$ cat src/alpha_weighted_half_downscale_assert.svh
// ----------------------------------------------------------------------------
// alpha weighted half downscale: assertion macros
// shared concurrent assertion forms, clocked on clk and disabled in reset
// ----------------------------------------------------------------------------
`ifndef ALPHA_WEIGHTED_HALF_DOWNSCALE_ASSERT_SVH
`define ALPHA_WEIGHTED_HALF_DOWNSCALE_ASSERT_SVH

// same-cycle implication
`define AWHD_ASSERT_IMP(lbl, ante, cons, msg) \
  lbl: assert property (@(posedge clk) disable iff (!rst_n) (ante) |-> (cons)) \
    else $error(msg);

// next-cycle implication
`define AWHD_ASSERT_NXT(lbl, ante, cons, msg) \
  lbl: assert property (@(posedge clk) disable iff (!rst_n) (ante) |=> (cons)) \
    else $error(msg);

`endif

$ cat src/awhd_pkg.sv
// ----------------------------------------------------------------------------
// awhd_pkg
// types, constants and helpers shared by the half downscale modules
// ----------------------------------------------------------------------------
`timescale 1ns / 1ps

package awhd_pkg;

  // largest source side and derived widths
  localparam int MAX_SRC_SIZE = 128;
  localparam int CNT_W        = $clog2(MAX_SRC_SIZE);
  localparam int SIZE_W       = CNT_W + 1;
  localparam int CMP_W        = (SIZE_W > 8) ? SIZE_W : 8;
  localparam int PIX_W        = 32;

  // arithmetic widths: 4 * 255 * 255 fits 18 bits, 4 * 255 fits 10 bits
  localparam int ACC_W  = 18;
  localparam int ASUM_W = 10;
  localparam int Q_W    = 8;
  localparam int QCNT_W = $clog2(Q_W);

  localparam logic [7:0] SIZE_RESET = 8'd128;

  // accumulator source select
  localparam logic [1:0] SEL_RAM  = 2'd0;
  localparam logic [1:0] SEL_LEFT = 2'd1;
  localparam logic [1:0] SEL_CUR  = 2'd2;

  // input item, red in the low byte
  typedef struct packed {
    logic [7:0] in_alpha;
    logic [7:0] in_blue;
    logic [7:0] in_green;
    logic [7:0] in_red;
  } awhd_in_t;

  // result item
  typedef struct packed {
    logic [7:0] out_red;
    logic [7:0] out_green;
    logic [7:0] out_blue;
    logic [7:0] out_alpha;
    logic       out_last;
  } awhd_out_t;

  // controller to datapath commands
  typedef struct packed {
    logic             ram_we;
    logic [CNT_W-1:0] ram_waddr;
    logic             ram_re;
    logic [CNT_W-1:0] ram_raddr;
    logic             load_left;
    logic             load_cur;
    logic             last;
    logic             acc_clr;
    logic             acc_en;
    logic [1:0]       acc_sel;
    logic             div_init;
    logic             div_step;
  } awhd_cmd_t;

  // last pixel index of a side from the raw size register
  function automatic logic [CNT_W-1:0] last_index(input logic [7:0] raw);
    logic [CMP_W-1:0] s;
    s = CMP_W'(raw & 8'hFE);
    if (s < CMP_W'(2)) s = CMP_W'(2);
    if (s > CMP_W'(MAX_SRC_SIZE)) s = CMP_W'(MAX_SRC_SIZE);
    return CNT_W'(s - CMP_W'(1));
  endfunction

endpackage

$ cat src/awhd_controller.sv
// ----------------------------------------------------------------------------
// awhd_controller
// raster counters, size register and block sequencer
// ----------------------------------------------------------------------------
`timescale 1ns / 1ps
`include "alpha_weighted_half_downscale_assert.svh"

module awhd_controller (
  input  logic                clk,
  input  logic                rst_n,
  input  logic                in_valid,
  output logic                in_stall,
  output logic                out_valid,
  input  logic                out_stall,
  input  logic                cfg_valid,
  output logic                cfg_ready,
  input  logic [7:0]          cfg_data,
  output awhd_pkg::awhd_cmd_t cmd
);
  import awhd_pkg::*;

  localparam logic [2:0] S_IDLE  = 3'd0;
  localparam logic [2:0] S_RD    = 3'd1;
  localparam logic [2:0] S_ACC_B = 3'd2;
  localparam logic [2:0] S_ACC_L = 3'd3;
  localparam logic [2:0] S_ACC_C = 3'd4;
  localparam logic [2:0] S_DINIT = 3'd5;
  localparam logic [2:0] S_DIV   = 3'd6;
  localparam logic [2:0] S_OUT   = 3'd7;

  localparam logic [QCNT_W-1:0] DIV_LAST = QCNT_W'(Q_W - 1);

  logic [2:0]        state_r, state_nxt;
  logic [CNT_W-1:0]  x_r, x_nxt;
  logic [CNT_W-1:0]  y_r, y_nxt;
  logic [CNT_W-1:0]  xb_r, xb_nxt;
  logic [7:0]        size_r, size_nxt;
  logic [QCNT_W-1:0] cnt_r, cnt_nxt;
  logic [CNT_W-1:0]  lastidx;
  logic [CNT_W-1:0]  xc;
  logic [CNT_W-1:0]  yc;
  logic              in_acc;
  logic              cfg_acc;

  assign in_stall  = (state_r != S_IDLE);
  assign out_valid = (state_r == S_OUT);
  assign cfg_ready = (state_r == S_IDLE);
  assign in_acc    = in_valid && !in_stall;
  assign cfg_acc   = cfg_valid && cfg_ready;

  // clamp position to the current side
  always_comb begin
    lastidx = last_index(size_r);
    xc      = (x_r > lastidx) ? lastidx : x_r;
    yc      = (y_r > lastidx) ? lastidx : y_r;
  end

  // sequencer and counters
  always_comb begin
    state_nxt = state_r;
    x_nxt     = x_r;
    y_nxt     = y_r;
    xb_nxt    = xb_r;
    size_nxt  = size_r;
    cnt_nxt   = cnt_r;
    cmd       = '0;
    cmd.acc_sel = SEL_RAM;

    case (state_r)
      S_IDLE: begin
        if (in_acc) begin
          if (!yc[0]) begin
            cmd.ram_we    = 1'b1;
            cmd.ram_waddr = xc;
          end else if (!xc[0]) begin
            cmd.load_left = 1'b1;
          end else begin
            cmd.load_cur  = 1'b1;
            cmd.last      = (xc == lastidx) && (yc == lastidx);
            cmd.acc_clr   = 1'b1;
            cmd.ram_re    = 1'b1;
            cmd.ram_raddr = {xc[CNT_W-1:1], 1'b0};
            xb_nxt        = xc;
            state_nxt     = S_RD;
          end
          if (xc == lastidx) begin
            x_nxt = '0;
            y_nxt = (yc == lastidx) ? '0 : yc + 1'b1;
          end else begin
            x_nxt = xc + 1'b1;
            y_nxt = yc;
          end
        end
      end
      S_RD: begin
        cmd.ram_re    = 1'b1;
        cmd.ram_raddr = xb_r;
        cmd.acc_en    = 1'b1;
        state_nxt     = S_ACC_B;
      end
      S_ACC_B: begin
        cmd.acc_en = 1'b1;
        state_nxt  = S_ACC_L;
      end
      S_ACC_L: begin
        cmd.acc_en  = 1'b1;
        cmd.acc_sel = SEL_LEFT;
        state_nxt   = S_ACC_C;
      end
      S_ACC_C: begin
        cmd.acc_en  = 1'b1;
        cmd.acc_sel = SEL_CUR;
        state_nxt   = S_DINIT;
      end
      S_DINIT: begin
        cmd.div_init = 1'b1;
        cnt_nxt      = '0;
        state_nxt    = S_DIV;
      end
      S_DIV: begin
        cmd.div_step = 1'b1;
        cnt_nxt      = cnt_r + 1'b1;
        if (cnt_r == DIV_LAST) begin
          state_nxt = S_OUT;
        end
      end
      S_OUT: begin
        if (!out_stall) begin
          state_nxt = S_IDLE;
        end
      end
      default: begin
        state_nxt = S_IDLE;
      end
    endcase

    // size write restarts the frame
    if (cfg_acc) begin
      size_nxt = cfg_data;
      x_nxt    = '0;
      y_nxt    = '0;
    end
  end

  // control registers
  always_ff @(posedge clk) begin
    if (!rst_n) begin
      state_r <= S_IDLE;
      x_r     <= '0;
      y_r     <= '0;
      xb_r    <= '0;
      size_r  <= SIZE_RESET;
      cnt_r   <= '0;
    end else begin
      state_r <= state_nxt;
      x_r     <= x_nxt;
      y_r     <= y_nxt;
      xb_r    <= xb_nxt;
      size_r  <= size_nxt;
      cnt_r   <= cnt_nxt;
    end
  end

  // checks
  `AWHD_ASSERT_IMP(a_out_holds_input, out_valid, in_stall, "input taken while result pending")
  `AWHD_ASSERT_NXT(a_plain_item_done, in_acc && !cmd.load_cur, state_r == S_IDLE, "store item not done")
  `AWHD_ASSERT_NXT(a_block_reads_store, in_acc && cmd.load_cur, state_r == S_RD, "block did not start")
  `AWHD_ASSERT_NXT(a_div_ends, state_r == S_DIV && cnt_r == DIV_LAST, out_valid, "divide overran")

endmodule

$ cat config.mk
export PLATFORM = sky130hd
export DESIGN_NAME = awhd_controller
export DESIGN_NICKNAME = d
export VERILOG_FILES = /design/src/awhd_pkg.sv /design/src/awhd_controller.sv
export VERILOG_INCLUDE_DIRS = /design/src /design/src/src
export SDC_FILE = /design/constraint.sdc
export NUM_CORES = 1
export LEC_CHECK = 0
export BUFFER_PORTS_ARGS = -buffer_cell sky130_fd_sc_hd__buf_2
export CAP_MARGIN = 30
export CORE_MARGIN = 2
export CORE_UTILIZATION = 53
export CTS_BUF_LIST = sky130_fd_sc_hd__clkbuf_8
export CTS_CLUSTER_SIZE = 14
export DETAILED_ROUTE_END_ITERATION = 8
export PLACE_DENSITY = 0.79
export SETUP_SLACK_MARGIN = 0.5
export SYNTH_ARGS = -nofsm -noshare
export SYNTH_HDL_FRONTEND = slang
export SYNTH_SLANG_ARGS = --single-unit
export TNS_END_PERCENT = 50
$ cat constraint.sdc
create_clock -name clk -period 7.7 [get_ports clk]
set_clock_uncertainty 0.2 [all_clocks]
set_input_delay 1.54 -clock clk [delete_from_list [all_inputs] [get_ports clk]]
set_output_delay 1.54 -clock clk [all_outputs]
set_load 0.03 [all_outputs]
==> results.md <==
* Status: finished clean
* Share of post-route cells with drive strength above 1 at 18.1%
* Leakage Power at 1.39 nW
* # nets final at 423
* Number of vias in the routed layout at 2,789
* Net count of the mapped netlist at 390
* First-pass GRT wire length at 11,700 um
* Number of synthesized flops with an enable pin at 0
* Clock root buffer master: sky130_fd_sc_hd__clkbuf_8
* Post-synthesis async set-or-reset flop share at 0%
* Cell accounting for the most synthesized area: sky130_fd_sc_hd__dfxtp_1
* Top cell types by occurrence after synthesis: sky130_fd_sc_hd__nor2_1, sky130_fd_sc_hd__nand2_1, sky130_fd_sc_hd__a21oi_1
* Seq/Total Area, Yosys at 24.8%
* Number of buffers added by the clock tree synthesis step at 5
* RSZ-0062 raised after global routing: no
* Synthesis warning total at 0
* Worst hold path stage count at 1
* Post-synthesis average cell area at 7.62 um2
* Post-synthesis cell count at 360
* Fin Setup TNS at 0 ns
* Worst IR Drop VDD at 0.114 mV
* Maximum number of pins on one net before global-route repair at 19
* Area of the die at 5770 um2
* Clock sink count at 34
* Flip-flop and latch count after synthesis at 34
* ANT nets after route at 0
* Average wire per standard cell at 14.9 um
* Post-route minimum period at 6.21 ns
* Residual overflow from global routing at 0
* Setup CP Type: register to output pin
* Cell area after synthesis at 2740 um2
* TritonCTS clock tree: yes
* Worst Reg-to-Reg Cells at 21
* Total Routed Length at 6900 um
* Count of routing violations after the opening detailed-route iteration at 178
* Number of H-tree levels at 2
* Post-layout power at 0.000418 W
* Top cell type's share of synthesized area at 24.8%
* Utilization after layout at 60.0%
* Synth-to-Final Area Change at 10.4%
* FF/Latch Area at 681 um2
* Total track usage at 24.2%
* Detailed-routing iteration count for the pre-antenna-repair pass at 5
* Number of setup buffers added after CTS at 0
* Fill cell count at 452
* Row cnt at 26
* Diode insertion count for antenna repair at 0
* Initial antenna violation count at 0
* Number of endpoints with negative hold slack in the final report at 0
* Post-Route Hold Slack at 0.272 ns
* Initial cell density of the core at 54.4%
* Post-CTS clock slew at the launch and capture registers of the worst setup and hold paths at 0.07 ns
* Count of different cell masters after synthesis at 62
* Critical Path RT at 5.96 ns
* Resized Gates After CTS at 0
* Startpoint class of the critical path: register
* Clock insertion delay at the later pin of the skew report at 0.29 ns
* Power density of the placed cells at 138 nW/um2
* Type of the tightest min-delay check: register to register
* Final cycle utilization of the critical path at 80.7%
* Post-synth top flop: sky130_fd_sc_hd__dfxtp_1
* Number of failing setup endpoints in the final timing report at 0
* Max capacitance violation total at 0
* Core area at 5040 um2
* Number of top-level design ports at 41
* Worst Tran Pin Value at 0.935 ns
* Buffers from clock root to sink, at most at 2
* Largest fanout on the critical path at 18
* Worst slew margin relative to its limit at 37.5%
* Die W at 76.0 um
* HPWL reported at the end of detailed placement at 5200 um
* Vias in the first global route at 2,544
* Multi-input gate area at 1870 um2
* Port Buf Inserts at 39
* Dominant cell by count in the synthesized netlist: sky130_fd_sc_hd__nor2_1
* Routability cong. at 0.848
* Y dimension of the die at 76.0 um
* Number of hold-repair buffers added at the cts stage at 0
* # DRC at 0
* Highest attainable clock frequency at 161 MHz
* Number of max-slew violations in the final report at 0
* Endpoint type of the worst setup path: output pin
* Vias per inst at 6.02
* Synth area leaders: sky130_fd_sc_hd__dfxtp_1, sky130_fd_sc_hd__ha_1, sky130_fd_sc_hd__a21oi_1, sky130_fd_sc_hd__nor2_1, sky130_fd_sc_hd__nand2_1
* Data arrival at the endpoint of the critical path at 4.47 ns
state kept, by name, indices dropped and copies added, names as in the netlist:
name and cells:
state_r 3, x_r 7, size_r 7, y_r 7
cnt_r 3, xb_r 7
path summary, 6_finish.rpt:
kind	slack, ns	startpoint	endpoint
worst min-delay path	0.27	xb_r[0]	xb_r[0]
worst max register to register	3.05	size_r[4]	x_r[6]
worst max-delay path	1.49	size_r[4]	cmd[16]
worst min register to register	0.27	xb_r[0]	xb_r[0]
per-stage QoR:
step	worst slack [ns]	instances	area, um2
floorplan	2.13	360	2740
global placement	1.92	456	2920
detailed placement	1.86	456	2920
CTS	1.51	463	3030
global route	1.14	463	3030
finish	1.49	463	3030
layer usage:
layer | wire [um] | GRT usage [%] | vias to the layer above | part of all wire, %
met5 | 0 | 0 | - | 0
met4 | 148 | 8.00 | 0 | 2.1
met3 | 376 | 3.81 | 16 | 5.4
met2 | 3260 | 41.1 | 95 | 47
met1 | 3110 | 31.5 | 1314 | 45
li1 | - | - | 1364 | -
cells by family after synthesis:
family | Yosys count | synth area share [%]
flops | 34 | 24.8
compound gates | 110 | 27.5
simple gates | 143 | 24.5
xor+xnor | 16 | 5.75
buf+inv | 33 | 7.07
mux | 7 | 2.60
fa+ha+maj | 17 | 7.75
power breakdown:
part	internal (W)	switching, W	leakage, nW
combinational	0.0000247	0.0000407	1.05
clock	0.000104	0.0000644	0.0573
sequential	0.000179	0.00000582	0.276
critical path, stage by stage (launching register included):
cell and delay, ns:
sky130_fd_sc_hd__dfxtp_1 0.53, sky130_fd_sc_hd__nor2_1 0.09, sky130_fd_sc_hd__a32oi_1 0.19, sky130_fd_sc_hd__buf_4 0.19, sky130_fd_sc_hd__ha_1 0.28, sky130_fd_sc_hd__nand3b_1 0.10
sky130_fd_sc_hd__o32a_2 0.35, sky130_fd_sc_hd__and2_1 0.20, sky130_fd_sc_hd__inv_1 0.17, sky130_fd_sc_hd__ha_1 0.28, sky130_fd_sc_hd__nand4_1 0.16, sky130_fd_sc_hd__nor2_1 0.09
sky130_fd_sc_hd__o22ai_2 0.14, sky130_fd_sc_hd__buf_4 0.25, sky130_fd_sc_hd__nand2b_1 0.16, sky130_fd_sc_hd__nand2_1 0.37, sky130_fd_sc_hd__inv_1 0.15, sky130_fd_sc_hd__or2_2 0.31
sky130_fd_sc_hd__buf_2 0.18
cell type report:
cell class	instances	share of cell area [%]
inverter	18	2.23
timing repair buffer	41	6.94
tap	70	2.89
sequential	34	22.5
clock inverter	1	0.992
clock buffer	6	2.73
multi-input combinational	293	61.7
layout by cell type, fill, tap and decap left out, drive strengths merged, types with 3 or more instances in the layout:
cell type / instances
nor3: 9
o211ai: 4
inv: 17
buf: 41
a21oi: 40
and2: 6
a31oi: 5
ha: 17
nand4: 5
and3: 4
dfxtp: 34
nand3: 13
a21o: 9
a211oi: 3
xnor2: 9
o21ai: 14
o31ai: 3
clkbuf: 6
nand2: 40
mux2i: 6
o21bai: 3
xor2: 6
nor2b: 3
a22o: 3
o22ai: 4
a22oi: 7
nor2: 50
No activity file was read; power rests on OpenSTA's default activity.
