===== config.mk =====
export PLATFORM = sky130hd
export DESIGN_NAME = awhd_datapath
export DESIGN_NICKNAME = d
export VERILOG_FILES = /design/src/alpha_weighted_half_downscale_assert.svh /design/src/awhd_pkg.sv /design/src/awhd_ram.sv /design/src/awhd_datapath.sv
export SDC_FILE = /design/constraint.sdc
export NUM_CORES = 2
export LEC_CHECK = 0
export ABC_CLOCK_PERIOD_IN_PS = 6450
export BUFFER_PORTS_ARGS = -buffer_cell sky130_fd_sc_hd__buf_4
export CAP_MARGIN = 20
export CORE_MARGIN = 3
export CORE_UTILIZATION = 40
export DETAILED_ROUTE_END_ITERATION = 6
export GPL_TIMING_DRIVEN = 0
export HOLD_SLACK_MARGIN = 0.12
export SYNTH_ARGS = -nofsm -noshare
export SYNTH_HDL_FRONTEND = slang
export SYNTH_MEMORY_MAX_BITS = 65536
export SYNTH_SLANG_ARGS = --single-unit

===== constraint.sdc =====
create_clock -name clk -period 6.45 [get_ports clk]
set_clock_uncertainty 0.1 [all_clocks]
set_input_delay 0.3225 -clock clk [delete_from_list [all_inputs] [get_ports clk]]
set_output_delay 0.3225 -clock clk [all_outputs]
set_load 0.1 [all_outputs]

===== src/alpha_weighted_half_downscale_assert.svh =====
// ----------------------------------------------------------------------------
// alpha weighted half downscale: assertion macros
// shared concurrent assertion forms, clocked on clk and disabled in reset
// ----------------------------------------------------------------------------
`ifndef ALPHA_WEIGHTED_HALF_DOWNSCALE_ASSERT_SVH
`define ALPHA_WEIGHTED_HALF_DOWNSCALE_ASSERT_SVH

// same-cycle implication
`define AWHD_ASSERT_IMP(lbl, ante, cons, msg) \
  lbl: assert property (@(posedge clk) disable iff (!rst_n) (ante) |-> (cons)) \
    else $error(msg);

// next-cycle implication
`define AWHD_ASSERT_NXT(lbl, ante, cons, msg) \
  lbl: assert property (@(posedge clk) disable iff (!rst_n) (ante) |=> (cons)) \
    else $error(msg);

`endif


===== src/awhd_pkg.sv =====
// ----------------------------------------------------------------------------
// awhd_pkg
// types, constants and helpers shared by the half downscale modules
// ----------------------------------------------------------------------------
`timescale 1ns / 1ps

package awhd_pkg;

  // largest source side and derived widths
  localparam int MAX_SRC_SIZE = 128;
  localparam int CNT_W        = $clog2(MAX_SRC_SIZE);
  localparam int SIZE_W       = CNT_W + 1;
  localparam int CMP_W        = (SIZE_W > 8) ? SIZE_W : 8;
  localparam int PIX_W        = 32;

  // arithmetic widths: 4 * 255 * 255 fits 18 bits, 4 * 255 fits 10 bits
  localparam int ACC_W  = 18;
  localparam int ASUM_W = 10;
  localparam int Q_W    = 8;
  localparam int QCNT_W = $clog2(Q_W);

  localparam logic [7:0] SIZE_RESET = 8'd128;

  // accumulator source select
  localparam logic [1:0] SEL_RAM  = 2'd0;
  localparam logic [1:0] SEL_LEFT = 2'd1;
  localparam logic [1:0] SEL_CUR  = 2'd2;

  // input item, red in the low byte
  typedef struct packed {
    logic [7:0] in_alpha;
    logic [7:0] in_blue;
    logic [7:0] in_green;
    logic [7:0] in_red;
  } awhd_in_t;

  // result item
  typedef struct packed {
    logic [7:0] out_red;
    logic [7:0] out_green;
    logic [7:0] out_blue;
    logic [7:0] out_alpha;
    logic       out_last;
  } awhd_out_t;

  // controller to datapath commands
  typedef struct packed {
    logic             ram_we;
    logic [CNT_W-1:0] ram_waddr;
    logic             ram_re;
    logic [CNT_W-1:0] ram_raddr;
    logic             load_left;
    logic             load_cur;
    logic             last;
    logic             acc_clr;
    logic             acc_en;
    logic [1:0]       acc_sel;
    logic             div_init;
    logic             div_step;
  } awhd_cmd_t;

  // last pixel index of a side from the raw size register
  function automatic logic [CNT_W-1:0] last_index(input logic [7:0] raw);
    logic [CMP_W-1:0] s;
    s = CMP_W'(raw & 8'hFE);
    if (s < CMP_W'(2)) s = CMP_W'(2);
    if (s > CMP_W'(MAX_SRC_SIZE)) s = CMP_W'(MAX_SRC_SIZE);
    return CNT_W'(s - CMP_W'(1));
  endfunction

endpackage


===== src/awhd_ram.sv =====
// ----------------------------------------------------------------------------
// awhd_ram
// generic single write, single read ram with registered read data
// ----------------------------------------------------------------------------
`timescale 1ns / 1ps

module awhd_ram #(
  parameter int WIDTH = 32,
  parameter int DEPTH = 128
) (
  input  logic                     clk,
  input  logic                     we,
  input  logic [$clog2(DEPTH)-1:0] waddr,
  input  logic [WIDTH-1:0]         wdata,
  input  logic                     re,
  input  logic [$clog2(DEPTH)-1:0] raddr,
  output logic [WIDTH-1:0]         rdata
);

  logic [WIDTH-1:0] mem [DEPTH];

  // write port
  always_ff @(posedge clk) begin
    if (we) begin
      mem[waddr] <= wdata;
    end
  end

  // registered read, data holds between reads
  always_ff @(posedge clk) begin
    if (re) begin
      rdata <= mem[raddr];
    end
  end

endmodule


===== src/awhd_datapath.sv =====
// ----------------------------------------------------------------------------
// awhd_datapath
// line store, block accumulators and restoring dividers for the downscale
// ----------------------------------------------------------------------------
`timescale 1ns / 1ps

module awhd_datapath (
  input  logic                clk,
  input  awhd_pkg::awhd_in_t  in_data,
  input  awhd_pkg::awhd_cmd_t cmd,
  output awhd_pkg::awhd_out_t out_data
);
  import awhd_pkg::*;

  logic [PIX_W-1:0]  ram_rdata;
  awhd_in_t          left_r;
  awhd_in_t          cur_r;
  logic              last_r;
  awhd_in_t          sel_px;
  logic [7:0]        col [3];
  logic [15:0]       prod [3];
  logic [ACC_W-1:0]  acc_r [3];
  logic [ASUM_W-1:0] asum_r;
  logic [ACC_W-1:0]  rem_r [3];
  logic [ACC_W-1:0]  dsr_r;
  logic [Q_W-1:0]    quot_r [3];
  logic              ge [3];
  logic [ACC_W-1:0]  rem_sub [3];

  // even row line store
  awhd_ram #(
    .WIDTH(PIX_W),
    .DEPTH(MAX_SRC_SIZE)
  ) u_row_store (
    .clk  (clk),
    .we   (cmd.ram_we),
    .waddr(cmd.ram_waddr),
    .wdata(in_data),
    .re   (cmd.ram_re),
    .raddr(cmd.ram_raddr),
    .rdata(ram_rdata)
  );

  // held pixels of the odd row
  always_ff @(posedge clk) begin
    if (cmd.load_left) begin
      left_r <= in_data;
    end
    if (cmd.load_cur) begin
      cur_r  <= in_data;
      last_r <= cmd.last;
    end
  end

  // pick the pixel added this cycle
  always_comb begin
    case (cmd.acc_sel)
      SEL_RAM:  sel_px = awhd_in_t'(ram_rdata);
      SEL_LEFT: sel_px = left_r;
      SEL_CUR:  sel_px = cur_r;
      default:  sel_px = cur_r;
    endcase
    col[0] = sel_px.in_red;
    col[1] = sel_px.in_green;
    col[2] = sel_px.in_blue;
    for (int k = 0; k < 3; k++) begin
      prod[k] = 16'(col[k]) * 16'(sel_px.in_alpha);
    end
  end

  // divider compare and subtract per channel
  always_comb begin
    for (int k = 0; k < 3; k++) begin
      ge[k]      = rem_r[k] >= dsr_r;
      rem_sub[k] = rem_r[k] - dsr_r;
    end
  end

  // accumulate colour times alpha and the alpha sum, then divide
  always_ff @(posedge clk) begin
    if (cmd.acc_clr) begin
      for (int k = 0; k < 3; k++) begin
        acc_r[k] <= '0;
      end
      asum_r <= '0;
    end else if (cmd.acc_en) begin
      for (int k = 0; k < 3; k++) begin
        acc_r[k] <= acc_r[k] + ACC_W'(prod[k]);
      end
      asum_r <= asum_r + ASUM_W'(sel_px.in_alpha);
    end

    if (cmd.div_init) begin
      for (int k = 0; k < 3; k++) begin
        rem_r[k]  <= acc_r[k];
        quot_r[k] <= '0;
      end
      dsr_r <= ACC_W'({asum_r, {(Q_W-1){1'b0}}});
    end else if (cmd.div_step) begin
      for (int k = 0; k < 3; k++) begin
        if (ge[k]) begin
          rem_r[k] <= rem_sub[k];
        end
        quot_r[k] <= {quot_r[k][Q_W-2:0], ge[k]};
      end
      dsr_r <= dsr_r >> 1;
    end
  end

  // result fields, a fully transparent block gives transparent black
  always_comb begin
    out_data.out_red   = (asum_r == '0) ? 8'd0 : quot_r[0];
    out_data.out_green = (asum_r == '0) ? 8'd0 : quot_r[1];
    out_data.out_blue  = (asum_r == '0) ? 8'd0 : quot_r[2];
    out_data.out_alpha = asum_r[ASUM_W-1:2];
    out_data.out_last  = last_r;
  end

endmodule


==> qor.log <==
qor: status.status completed
qor: synth.synth_top_cell_area_share 74.01%
qor: finish.stdcell_count 15002
qor: place.number_of_input_and_output_port_buffers_inserted 78
qor: clocking.cts_inserted_buffers 437
qor: timing.post_route_clock_period_utilization 95.27%
qor: finish.layout-drive-gt1-share 28.08%
qor: setup_path.r2r_end acc_r[0][51]
qor: clocking.cts.path.max_buffers 4
qor: setup_path.critPathKind register to register
qor: grt.wire_length_of_the_first_global_routing_pass 657300 um
qor: timing.worstMarginPinSlew 1.212 ns
qor: hold_path.min_path_type input port to register
qor: clocking.clk_pin_slew 0.06 ns
qor: synth.synth_fp_nets 8381
qor: grt.grt_max_degree 131
qor: clocking.clock_insertion_delay_worst_skew 1.00 ns
qor: detailed_routing.viasPerCell 5.668
qor: pwr.power_density 328.5 mW/mm2
qor: die.dieWidth 669.1 um
qor: timing.max_slew_margin 19.20%
qor: synth.synthTopCellsByArea sky130_fd_sc_hd__edfxtp_1 (74%), sky130_fd_sc_hd__mux4_2 (17%), sky130_fd_sc_hd__fa_1 (1.8%), sky130_fd_sc_hd__ha_1 (1.3%), sky130_fd_sc_hd__nor2_1 (0.73%)
qor: detailed_routing.drt_drc_violations_left 0
qor: finish.sequential_cell_area 0.1305 mm2
qor: timing.timing.fmax 162.7 MHz
qor: finish.area_delta_synth_final 15.98%
qor: detailed_routing.drtAntennaViolNets 0
qor: synth.synthesis.area 0.1759 mm2
qor: detailed_routing.drtPass1Iterations 5
qor: timing.timing.final.max_slew_violations 0
qor: timing.hold_viol_final 0
qor: timing.grt_setup_unrepaired no
qor: synth.synth_edf_count 4335
qor: place.dp_cells 14113
qor: die.die_h 669.1 um
qor: clocking.tritoncts_num_sinks 4352
qor: setup_path.capturing_element_type_of_the_critical_path register
qor: die.die_outline_area 0.4477 mm2
qor: detailed_routing.drt_iter0_markers 10389
qor: hold_path.hold_depth 2
qor: grt.grt.overflow.total 0
qor: die.num_io_pins 91
qor: detailed_routing.drt-total-wl 464500 um
qor: job.drv.max_cap_violation_count 0
qor: synth.synth_largest_area_cell sky130_fd_sc_hd__edfxtp_1
qor: setup_path.worst_ep_required_time 6.99 ns
qor: setup_path.worst_ep_arrival_time 6.69 ns
qor: synth.ys_seq_elements 4352
qor: pwr.ir_drop 0.3032 mV
qor: grt.first_global_vias 86797
qor: synth.syn_area_per_cell 22.01 um2
qor: pwr.cellLeakagePower 65.29 nW
qor: timing.finalHoldWorstSlack 0.2484 ns
qor: place.place_hpwl 323300 um
qor: finish.nets 9155
qor: clocking.clk_root_buf sky130_fd_sc_hd__clkbuf_16
qor: die.placeableCoreArea 0.4363 mm2
qor: hold_path.whs_endpoint u_row_store.mem[108][7]
qor: synth.yosysWarningCount 0
qor: synth.netlist_instances 7990
qor: grt.grt_antenna_before_repair 49
qor: timing.finalCriticalPeriod 6.145 ns
qor: clocking.clock_tree.htree_level_count 5
qor: timing.tns 0 ns
qor: die.initial_core_util 40.31%
qor: setup_path.regToRegStartpoint left_r[28]
qor: setup_path.timing.critical_path.fanout_max 10
qor: grt.grt_util_all_layers 20.66%
qor: hold_path.holdCritStartpoint in_data[7]
qor: setup_path.reg2reg_setup_slack 0.31 ns
qor: timing.setup_viol 0
qor: detailed_routing.wirelength_per_cell 30.96 um
qor: finish.multi_input_area 0.04345 mm2
qor: setup_path.worst-r2r-cell-count 18
qor: setup_path.cp-start-kind register
qor: finish.layout.cells.most_common sky130_fd_sc_hd__edfxtp_1
qor: finish.fillers 35543
qor: clocking.cts_tree done
qor: finish.layout.cells.most_common_list sky130_fd_sc_hd__edfxtp_1 (4335), sky130_fd_sc_hd__mux4_2 (1344), sky130_fd_sc_hd__clkbuf_16 (442)
qor: synth.synth.yosys.seq_area_share 74.21%
qor: synth.async_reset_ff_share 0%
qor: synth.yosys_most_used_dff sky130_fd_sc_hd__edfxtp_1
qor: detailed_routing.dr_total_vias 85025
qor: place.gpl.final_weighted_congestion 0.8705
qor: synth.synth.distinct_cells 64
qor: die.placement_rows 242
how the worst max path moves through the flow:
| stage | from | to | slack (ns) |
|---|---|---|---|
| 3_3_place_gp | cmd[2] | acc_r[0][52] | -0.74 |
| 3_5_place_dp | cmd[2] | acc_r[0][52] | -0.88 |
| 2_1_floorplan | cmd[2] | acc_r[0][51] | 0.31 |
| 6_report | left_r[28] | acc_r[0][51] | 0.31 |
| 4_1_cts | u_row_store.rdata[25] | acc_r[0][51] | 0.0009 |
| 5_1_grt | left_r[28] | acc_r[0][17] | 0.01 |
layout make-up:
| cell class | count | share of cell area [%] |
|---|---|---|
| Clock inverter | 260 | 1.277 |
| Clock buffer | 534 | 5.591 |
| Tap cell | 5856 | 3.592 |
| Timing Repair Buffer | 336 | 2.791 |
| Antenna cell | 27 | 0.03312 |
| Sequential cell | 4352 | 63.98 |
| Buffer | 380 | 0.8090 |
| Multi-Input combinational cell | 2919 | 21.30 |
| Inverter | 338 | 0.6232 |
registers in the layout (all words and copies together), names as in the netlist:
register / count
left_r: 32
u_row_store.rdata: 32
asum_r: 10
quot_r: 24
last_r: 1
cur_r: 32
u_row_store.mem: 4096
acc_r: 54
rem_r: 54
dsr_r: 17
synthesized netlist by cell type (all sizes together) (12+ instances only):
library cell	n
nand3	24
fa	154
clkbuf	228
nor2b	25
a31oi	14
a21o	27
mux4	1344
xnor2	42
and2	63
nand2	202
mux2	34
edfxtp	4335
xor2	38
dfxtp	17
nor3	25
o21a	29
nor2	342
nand2b	25
buf	153
or2	19
mux2i	45
o21ai	98
nand4	12
a21oi	74
ha	179
inv	334
stage by stage:
stage / cell area [um2] / total power [mW] / utilization, % / worst slack [ns]
2_1_floorplan: 175900 / 39.22 / - / 0.3149
3_3_place_gp: 183800 / 42.06 / 42.12 / -0.7428
3_5_place_dp: 189100 / 42.39 / 43.33 / -0.8831
4_1_cts: 203600 / 67.37 / 46.66 / 0.0008877
5_1_grt: 203900 / 69.63 / 46.74 / 0.01432
6_report: 204000 / 67.01 / 46.75 / 0.3051
cell families after synthesis:
| family | count (synthesis) | share of synthesized area (%) |
|---|---|---|
| DFF | 4352 | 74.21 |
| muxes | 1423 | 17.68 |
| and+or+nand+nor | 773 | 1.952 |
| buffers and inverters | 719 | 1.638 |
| adders and majority gates | 333 | 3.026 |
| AOI/OAI and AO/OA | 310 | 1.096 |
| xor gates and xnor gates | 80 | 0.3984 |
routing by layer:
layer	global-route usage, %	share of wire, %
met1	28.53	40
met2	33.36	48
met3	4.058	8.3
met4	6.290	3.2
met5	0	0.047
repair_timing:
item | CTS | global route
setup endpoints to repair | 5 | 13
hold buffers | 51 | 0
hold endpoints to repair | 3486 | 0
setup buffers | 0 | 0
resized for setup | 2 | 15
power breakdown:
| part | switching [mW] | leakage (nW) | total [mW] | internal [mW] |
|---|---|---|---|---|
| registers | 0.243 | 39.4 | 32.0 | 31.7 |
| clock network | 10.8 | 6.84 | 25.1 | 14.3 |
| logic | 6.04 | 19.0 | 9.97 | 3.93 |
worst max-delay path: stages (launching register included):
cell and delay [ns]:
sky130_fd_sc_hd__edfxtp_1 0.38, sky130_fd_sc_hd__mux2i_1 0.19, sky130_fd_sc_hd__o21a_1 0.52, sky130_fd_sc_hd__clkbuf_1 0.68, sky130_fd_sc_hd__nor2_1 0.14, sky130_fd_sc_hd__fa_1 0.43, sky130_fd_sc_hd__fa_1 0.49, sky130_fd_sc_hd__inv_1 0.05
sky130_fd_sc_hd__fa_1 0.49, sky130_fd_sc_hd__fa_1 0.49, sky130_fd_sc_hd__inv_1 0.04, sky130_fd_sc_hd__ha_1 0.28, sky130_fd_sc_hd__a21oi_1 0.23, sky130_fd_sc_hd__o21bai_1 0.12, sky130_fd_sc_hd__a2111o_1 0.45, sky130_fd_sc_hd__a41oi_1 0.34
sky130_fd_sc_hd__o21ai_0 0.17, sky130_fd_sc_hd__xnor2_1 0.19, sky130_fd_sc_hd__nor2_1 0.05
Power figures use the tool's default switching activity.
